### src/rtl/fht_pkg.sv
// Shared types and constants for the floor heating thermostat.
// Used by fht_btn, fht_thermo and floor_heating_thermostat_top; no dependencies.
package fht_pkg;

	// Kind of tick carried by a request
	localparam logic TICK_BUTTON = 1'b0;
	localparam logic TICK_THERMO = 1'b1;

	// Heating modes
	localparam logic [1:0] MODE_OFF    = 2'd0;
	localparam logic [1:0] MODE_WINDOW = 2'd1;
	localparam logic [1:0] MODE_ALWAYS = 2'd2;

	// Register indexes on the configuration port
	localparam logic [2:0] REG_WINDOW_START   = 3'd0;
	localparam logic [2:0] REG_WINDOW_END     = 3'd1;
	localparam logic [2:0] REG_TEMP_ON_BELOW  = 3'd2;
	localparam logic [2:0] REG_TEMP_OFF_ABOVE = 3'd3;
	localparam logic [2:0] REG_ERROR_LIMIT    = 3'd4;
	localparam logic [2:0] REG_PRESS_MIN      = 3'd5;
	localparam logic [2:0] REG_PRESS_MAX      = 3'd6;

	// Reset values
	localparam logic [9:0]  ERROR_LIMIT_RST = 10'd600;
	localparam logic [15:0] PRESS_MIN_RST   = 16'd30;
	localparam logic [15:0] PRESS_MAX_RST   = 16'd1500;
	localparam logic signed [8:0] HELD_TEMP_RST = 9'sd1;

	// Sensor error codes, tenths of a degree
	localparam logic signed [12:0] ERR_CODE_ZERO = 13'sd0;
	localparam logic signed [12:0] ERR_CODE_A    = 13'sd850;
	localparam logic signed [12:0] ERR_CODE_B    = 13'sd2550;

	localparam logic [4:0] HOURS_PER_DAY = 5'd24;
	localparam logic [4:0] LAST_HOUR     = 5'd23;

	typedef struct packed {
		logic [4:0]        window_start;
		logic [4:0]        window_end;
		logic signed [8:0] temp_on_below;
		logic signed [8:0] temp_off_above;
		logic [9:0]        error_limit;
		logic [15:0]       press_min_ticks;
		logic [15:0]       press_max_ticks;
	} cfg_t;

	// Thermostat state as seen after a request
	typedef struct packed {
		logic              heater;
		logic              in_window;
		logic signed [8:0] held_temp;
		logic              reading_bad;
	} thermo_res_t;

endpackage

### src/rtl/fht_btn.sv
// Push button press timer and heating mode selector.
// Depends on fht_pkg.
module fht_btn (
	input  logic           clk,
	input  logic           arst_n,
	input  logic           tick_en,
	input  logic           btn_en,
	input  logic           button_level,
	input  fht_pkg::cfg_t  cfg,
	output logic [1:0]     mode_fix,
	output logic [1:0]     mode_d
);
	import fht_pkg::*;

	logic        last_level_q;
	logic [1:0]  edge_cnt_q;
	logic [15:0] press_ticks_q;
	logic [1:0]  mode_q;

	logic        last_level_n;
	logic [1:0]  edge_cnt_inc;
	logic [1:0]  edge_cnt_n;
	logic [15:0] press_inc;
	logic [15:0] press_n;
	logic        press;
	logic [1:0]  mode_step;

	always_comb begin
		mode_fix     = (mode_q > MODE_ALWAYS) ? MODE_OFF : mode_q;
		last_level_n = button_level;
		edge_cnt_inc = (button_level != last_level_q) ? 2'(edge_cnt_q + 2'd1) : edge_cnt_q;
		press_inc    = press_ticks_q;
		if (edge_cnt_inc == 2'd1 && !last_level_n && press_ticks_q != 16'hFFFF) begin
			press_inc = 16'(press_ticks_q + 16'd1);
		end
		press      = 1'b0;
		press_n    = press_inc;
		edge_cnt_n = edge_cnt_inc;
		// The closing edge of a press ends it: judge its length and restart
		if (edge_cnt_inc > 2'd1) begin
			press = last_level_n && (press_inc > cfg.press_min_ticks) &&
				(press_inc < cfg.press_max_ticks);
			press_n    = '0;
			edge_cnt_n = '0;
		end
		mode_step = (mode_fix == MODE_ALWAYS) ? MODE_OFF : 2'(mode_fix + 2'd1);
		mode_d    = (btn_en && press) ? mode_step : mode_fix;
	end

	always_ff @(posedge clk or negedge arst_n) begin
		if (!arst_n) begin
			last_level_q  <= 1'b1;
			edge_cnt_q    <= '0;
			press_ticks_q <= '0;
			mode_q        <= MODE_OFF;
		end else begin
			if (tick_en) begin
				mode_q <= mode_d;
			end
			if (btn_en) begin
				last_level_q  <= last_level_n;
				edge_cnt_q    <= edge_cnt_n;
				press_ticks_q <= press_n;
			end
		end
	end

endmodule

### src/rtl/fht_thermo.sv
// Temperature hold with error skipping, hour window and hysteresis heater control.
// Depends on fht_pkg.
module fht_thermo (
	input  logic                  clk,
	input  logic                  arst_n,
	input  logic                  thermo_en,
	input  logic signed [12:0]    temp_reading,
	input  logic [4:0]            hour,
	input  logic [1:0]            mode_fix,
	input  fht_pkg::cfg_t         cfg,
	output fht_pkg::thermo_res_t  res_d
);
	import fht_pkg::*;

	localparam logic [12:0] RECIP_10 = 13'd6554; // 65536 / 10, rounded up

	logic signed [8:0] held_q;
	logic [9:0]        bad_ticks_q;
	logic              heater_q;
	logic              window_q;

	logic [12:0]       mag;
	logic [25:0]       prod;
	logic [9:0]        quo;
	logic [9:0]        quo_neg;
	logic signed [8:0] scaled;
	logic              bad;
	logic [9:0]        bad_inc;
	logic              take_raw;
	logic signed [8:0] held_n;
	logic [9:0]        bad_n;
	logic [4:0]        ws;
	logic [4:0]        we;
	logic              win_n;
	logic              heater_n;

	always_comb begin
		// Divide by 10, truncate toward zero, saturate to 9 bits signed
		mag     = temp_reading[12] ? 13'(~temp_reading + 13'sd1) : 13'(temp_reading);
		prod    = mag * RECIP_10;
		quo     = prod[25:16];
		quo_neg = 10'(~quo + 10'd1);
		if (temp_reading[12]) begin
			scaled = (quo > 10'd256) ? -9'sd256 : $signed(quo_neg[8:0]);
		end else begin
			scaled = (quo > 10'd255) ? 9'sd255 : $signed(quo[8:0]);
		end

		bad = (temp_reading == ERR_CODE_ZERO) || (temp_reading == ERR_CODE_A) ||
			(temp_reading == ERR_CODE_B);
		bad_inc  = bad ? 10'(bad_ticks_q + 10'd1) : bad_ticks_q;
		take_raw = (cfg.error_limit <= bad_inc);
		held_n   = (!bad || take_raw) ? scaled : held_q;
		bad_n    = take_raw ? '0 : bad_inc;

		ws = (cfg.window_start > LAST_HOUR) ? 5'd0 : cfg.window_start;
		we = (cfg.window_end > LAST_HOUR) ? 5'd0 : cfg.window_end;
		if (ws < we) begin
			win_n = (ws <= hour) && (hour < we);
		end else begin
			win_n = ((ws <= hour) && (hour < HOURS_PER_DAY)) || (hour < we);
		end

		heater_n = heater_q;
		if (mode_fix == MODE_OFF || (mode_fix == MODE_WINDOW && !win_n)) begin
			heater_n = 1'b0;
		end else begin
			// Turn-on check last so it wins when both thresholds hit
			if (cfg.temp_off_above < held_n) heater_n = 1'b0;
			if (held_n < cfg.temp_on_below) heater_n = 1'b1;
		end

		res_d.heater      = thermo_en ? heater_n : heater_q;
		res_d.in_window   = thermo_en ? win_n : window_q;
		res_d.held_temp   = thermo_en ? held_n : held_q;
		res_d.reading_bad = thermo_en && bad;
	end

	always_ff @(posedge clk or negedge arst_n) begin
		if (!arst_n) begin
			held_q      <= HELD_TEMP_RST;
			bad_ticks_q <= '0;
			heater_q    <= 1'b0;
			window_q    <= 1'b0;
		end else if (thermo_en) begin
			held_q      <= held_n;
			bad_ticks_q <= bad_n;
			heater_q    <= heater_n;
			window_q    <= win_n;
		end
	end

endmodule

### src/rtl/floor_heating_thermostat_top.sv
// Floor heating thermostat: input register, tick logic, result register, APB registers.
// Depends on fht_pkg, fht_btn and fht_thermo.
//
//   channel | handshake             | payload
//   --------+-----------------------+---------------------------------------------------
//   in      | in_valid / in_stall   | mode, button_level, temp_reading, hour
//   out     | out_valid / out_stall | heater, heating_mode, in_window, held_temp,
//           |                       | reading_bad
//   cfg     | psel/penable/pwrite   | paddr, pwdata, prdata, pready
//
// Each request passes the input register, then the tick logic, then the result register;
// one request per cycle sustained while out is not stalled.
// Reset clears the valid flags, tick state and configuration to their defaults; the payload
// registers are not reset. No clearing pass.
// A stall on out holds the result; in stalls only while a request waits in the input
// register that cannot move into the full, stalled result register.
module floor_heating_thermostat_top (
	input  logic               clk,
	input  logic               arst_n,
	input  logic               in_valid,
	output logic               in_stall,
	input  logic               mode,
	input  logic               button_level,
	input  logic signed [12:0] temp_reading,
	input  logic [4:0]         hour,
	output logic               out_valid,
	input  logic               out_stall,
	output logic               heater,
	output logic [1:0]         heating_mode,
	output logic               in_window,
	output logic signed [8:0]  held_temp,
	output logic               reading_bad,
	input  logic               psel,
	input  logic               penable,
	input  logic               pwrite,
	input  logic [4:0]         paddr,
	input  logic [31:0]        pwdata,
	output logic [31:0]        prdata,
	output logic               pready
);
	import fht_pkg::*;

	cfg_t cfg_q;

	logic               valid_s1;
	logic               mode_s1;
	logic               level_s1;
	logic signed [12:0] reading_s1;
	logic [4:0]         hour_s1;

	logic               advance;
	logic               btn_en;
	logic               thermo_en;
	logic [1:0]         mode_fix;
	logic [1:0]         mode_d;
	thermo_res_t        res_d;
	logic [2:0]         reg_idx;

	assign advance   = valid_s1 && (!out_valid || !out_stall);
	assign in_stall  = valid_s1 && !advance;
	assign btn_en    = advance && (mode_s1 == TICK_BUTTON);
	assign thermo_en = advance && (mode_s1 == TICK_THERMO);

	// Configuration registers
	assign pready  = 1'b1;
	assign reg_idx = paddr[4:2];

	always_ff @(posedge clk or negedge arst_n) begin
		if (!arst_n) begin
			cfg_q.window_start    <= '0;
			cfg_q.window_end      <= '0;
			cfg_q.temp_on_below   <= '0;
			cfg_q.temp_off_above  <= '0;
			cfg_q.error_limit     <= ERROR_LIMIT_RST;
			cfg_q.press_min_ticks <= PRESS_MIN_RST;
			cfg_q.press_max_ticks <= PRESS_MAX_RST;
		end else if (psel && penable && pwrite && pready) begin
			case (reg_idx)
				REG_WINDOW_START:   cfg_q.window_start    <= pwdata[4:0];
				REG_WINDOW_END:     cfg_q.window_end      <= pwdata[4:0];
				REG_TEMP_ON_BELOW:  cfg_q.temp_on_below   <= $signed(pwdata[8:0]);
				REG_TEMP_OFF_ABOVE: cfg_q.temp_off_above  <= $signed(pwdata[8:0]);
				REG_ERROR_LIMIT:    cfg_q.error_limit     <= pwdata[9:0];
				REG_PRESS_MIN:      cfg_q.press_min_ticks <= pwdata[15:0];
				REG_PRESS_MAX:      cfg_q.press_max_ticks <= pwdata[15:0];
				default: ;
			endcase
		end
	end

	always_comb begin
		case (reg_idx)
			REG_WINDOW_START:   prdata = 32'(cfg_q.window_start);
			REG_WINDOW_END:     prdata = 32'(cfg_q.window_end);
			REG_TEMP_ON_BELOW:  prdata = 32'($unsigned(cfg_q.temp_on_below));
			REG_TEMP_OFF_ABOVE: prdata = 32'($unsigned(cfg_q.temp_off_above));
			REG_ERROR_LIMIT:    prdata = 32'(cfg_q.error_limit);
			REG_PRESS_MIN:      prdata = 32'(cfg_q.press_min_ticks);
			REG_PRESS_MAX:      prdata = 32'(cfg_q.press_max_ticks);
			default:            prdata = '0;
		endcase
	end

	// Input register
	always_ff @(posedge clk or negedge arst_n) begin
		if (!arst_n) begin
			valid_s1 <= 1'b0;
		end else if (!in_stall) begin
			valid_s1 <= in_valid;
		end
	end

	always_ff @(posedge clk) begin
		if (in_valid && !in_stall) begin
			mode_s1    <= mode;
			level_s1   <= button_level;
			reading_s1 <= temp_reading;
			hour_s1    <= hour;
		end
	end

	fht_btn u_btn (
		.clk          (clk),
		.arst_n       (arst_n),
		.tick_en      (advance),
		.btn_en       (btn_en),
		.button_level (level_s1),
		.cfg          (cfg_q),
		.mode_fix     (mode_fix),
		.mode_d       (mode_d)
	);

	fht_thermo u_thermo (
		.clk          (clk),
		.arst_n       (arst_n),
		.thermo_en    (thermo_en),
		.temp_reading (reading_s1),
		.hour         (hour_s1),
		.mode_fix     (mode_fix),
		.cfg          (cfg_q),
		.res_d        (res_d)
	);

	// Result register
	always_ff @(posedge clk or negedge arst_n) begin
		if (!arst_n) begin
			out_valid <= 1'b0;
		end else if (advance) begin
			out_valid <= 1'b1;
		end else if (!out_stall) begin
			out_valid <= 1'b0;
		end
	end

	always_ff @(posedge clk) begin
		if (advance) begin
			heater       <= res_d.heater;
			heating_mode <= mode_d;
			in_window    <= res_d.in_window;
			held_temp    <= res_d.held_temp;
			reading_bad  <= res_d.reading_bad;
		end
	end

	a_mode_legal: assert property (@(posedge clk) disable iff (!arst_n)
		out_valid |-> (heating_mode <= MODE_ALWAYS))
		else $error("heating mode out of range");

	a_stall_cause: assert property (@(posedge clk) disable iff (!arst_n)
		in_stall |-> (valid_s1 && out_valid && out_stall))
		else $error("input stalled without a blocked result");

	a_button_not_bad: assert property (@(posedge clk) disable iff (!arst_n)
		btn_en |=> (out_valid && !reading_bad))
		else $error("button request flagged a bad reading");

	a_off_no_heat: assert property (@(posedge clk) disable iff (!arst_n)
		(thermo_en && mode_fix == MODE_OFF) |=> !heater)
		else $error("heater on while heating is off");

	a_advance_fills: assert property (@(posedge clk) disable iff (!arst_n)
		advance |=> out_valid)
		else $error("request lost between registers");

endmodule

### config.mk
export PLATFORM = sky130hd
export DESIGN_NAME = floor_heating_thermostat_top
export DESIGN_NICKNAME = d
export VERILOG_FILES = /design/src/rtl/fht_pkg.sv /design/src/rtl/fht_btn.sv /design/src/rtl/fht_thermo.sv /design/src/rtl/floor_heating_thermostat_top.sv
export SDC_FILE = /design/constraint.sdc
export NUM_CORES = 1
export LEC_CHECK = 0
export ABC_AREA = 1
export BUFFER_PORTS_ARGS = -buffer_cell sky130_fd_sc_hd__clkbuf_2
export CAP_MARGIN = 20
export CORE_MARGIN = 4
export CORE_UTILIZATION = 35
export CTS_BUF_LIST = sky130_fd_sc_hd__clkbuf_8 sky130_fd_sc_hd__clkbuf_16
export DETAILED_ROUTE_END_ITERATION = 8
export SYNTH_ARGS = -nofsm -noshare
export SYNTH_HDL_FRONTEND = slang
export SYNTH_SLANG_ARGS = --single-unit
### constraint.sdc
create_clock -name clk -period 18 [get_ports clk]
set_input_delay 0.9 -clock clk [delete_from_list [all_inputs] [get_ports clk]]
set_output_delay 0.9 -clock clk [all_outputs]
set_load 0.02 [all_outputs]
==> metrics.txt <==
Synth Instances 1,522; TritonCTS clock tree built; hold buffers post-CTS 0; CP Launch Type flop; Nets 1,871; drt wl/cell 14.70 um; synth unique cells 58; wire length of the first global-routing pass 51,020 um; max incr delay on CP 610 ps; Initial Util 0.3568; Synth top cells by count inv_1, nand2_1, ha_1; Post-Syn Area 12,390 um2; Async SR Flop Fraction 0.7703; largest net degree at the start of global routing 69; top-area cell type share of the netlist area 0.1960; PortBufs 77; Vias/cell 4.853; Post-synth EDFFs 34; Clock transition at path regs 70 ps; count leader, synth inv_1; die height 196.1 um; grt total ovfl 0; worst reg-to-reg setup slack 9600 ps; CTS buffer count 17; Worst Hold Class reg -> reg; layout cell share with drive strength beyond 1 0.1232; DIE AREA 38,460 um2; drt drc 0; Top FF cell, synth dfrtp_1; DRT Pass-1 Iters 5; antenna viol nets, final 0; fill count 3,558; CTS sink cnt 148; Row Count 68; fin crit share 0.4669; Die Wd 196.1 um; post-cts resize count 0; most used cell, CP nand2_1; clock root buffer clkbuf_16; Layout area overhead 11.67%; run status finished clean; worst-skew pair later-pin latency 430 ps; Ys Warns 0; Slew HR 0.3170; Global Route Usage Sum 0.1628; I/O pins 113; H-tree Lvls 4; Crit Path Max Fanout 7; measured slew at the worst slew-check pin 1017 ps; max_cap viols 0; buffer depth of the longest clock path 2; Fmax 119.0 MHz; Mean Syn Cell Area 8.138 um2; Hold Fails Final Rpt 0; vias in the first global route 10,130; Vias 10,050; Area contributors post-synth dfrtp_1, ha_1, inv_1; Yosys top cell by area dfrtp_1; WL final 30,440 um; final setup fails 0; drt initial violations 635; Placer Congestion 0.8747; Final Instance Count excl. Fillers 2,071; cell count after placement 2,036; Period minus WS final 8403 ps; slowest stage cell, crit path xor2_1; sequential area share after synthesis 0.3145; hpwl dp 24,300 um; Core ar. 34,710 um2; Final Max Slew Viols 0; critical path class reg -> reg; Critical Path AT 8580 ps; Worst setup EP type flop; Setup Total Neg Slack 0 ps; CP required 18,170 ps; Clock Skews 10.47 ps; initial antenna violation count 1; postcts setup bufs 0; RSZ-0062 raised after global routing no; #FFs+latches synth 148
[worst paths after layout]
check,startpoint,end,depth (start not counted)
max in group asynchronous,arst_n,u_btn.press_ticks_q[8]$_DFFE_PN0P_,2
setup reg to reg,reading_s1[2]$_DFFE_PP_,heater$_DFFE_PP_,44
min in group asynchronous,arst_n,cfg_q[30]$_DFFE_PN0P_,1
hold / removal,valid_s1$_DFFE_PN0N_,out_valid$_DFFE_PN0P_,2
setup / recovery,reading_s1[2]$_DFFE_PP_,heater$_DFFE_PP_,44
hold reg to reg,valid_s1$_DFFE_PN0N_,out_valid$_DFFE_PN0P_,2
[critical path, delay by kind of cell, from the launching register on]
family | cells | cell delay, ps
adders and majority gates | 8 | 3120
xor gates and xnor gates | 1 | 610
DFF | 1 | 500
AOI/OAI and AO/OA | 4 | 810
buffers and inverters | 10 | 790
and+or+nand+nor | 21 | 2280
[cell usage in the layout (no fill, tap or decap), drive strengths merged, types with 18 or more instances in the layout]
cell type,n
nand2,324
clkbuf,94
o21ai,106
dfrtp,97
inv,330
o22ai,40
nor3,26
ha,164
nor2,77
a21oi,53
fa,41
nand4,18
xor2,40
edfxtp,34
nand3,57
[cells by family (layout without fill, tap and decap cells)]
logic type,count (synthesis),in the layout,synth area share
xor gates and xnor gates,43,43,0.03162
muxes,1,1,0.0008082
other,2,18,0.0006063
adders and majority gates,205,205,0.2319
AOI/OAI and AO/OA,244,244,0.1145
and+or+nand+nor,517,517,0.1911
buffers and inverters,362,440,0.1150
DFF,148,148,0.3145
[metal layers]
metal	global-route usage	vias up	part of all wire
li1	-	5075	-
met1	0.2347	4736	0.49
met2	0.2550	205	0.44
met3	0.02559	34	0.048
met4	0.04422	0	0.018
met5	0	-	0
[state kept, by name, summed over array words and instances (netlist names)]
name,flops
u_thermo.bad_ticks_q,10
held_temp,9
valid_s1,1
u_thermo.window_q,1
cfg_q,70
u_btn.last_level_q,1
reading_s1,13
u_btn.press_ticks_q,16
hour_s1,5
mode_s1,1
u_thermo.held_q,9
heating_mode,2
level_s1,1
out_valid,1
heater,1
u_thermo.heater_q,1
u_btn.edge_cnt_q,2
reading_bad,1
in_window,1
u_btn.mode_q,2
[metrics by stage]
step / hold slack, ps / worst slack (ps) / utilization / instance area [um2]
after CTS: 478.5 / 9647 / 0.3979 / 13810
after global placement: 438.6 / 9766 / 0.3815 / 13240
final: 471.5 / 9597 / 0.3984 / 13830
after global routing: 492.8 / 8888 / 0.3984 / 13830
after floorplan: 434.0 / 10680 / - / 12440
after detailed placement: 460.2 / 9677 / 0.3815 / 13240
[area by class of cell]
class	instances	area, um2	share of cell area
Tap cell	455	569.3	0.04116
Multi-Input combinational cell	1027	7128	0.5154
Timing Repair Buffer	86	455.4	0.03293
Inverter	322	1209	0.08739
Clock buffer	17	425.4	0.03076
Clock inverter	15	146.4	0.01058
Sequential cell	148	3895	0.2816
Antenna cell	1	2.502	0.0001809
Power is left out: the tool's default activity adds up to more than one toggle a clock period on the data nets, which glitch-free logic cannot reach.
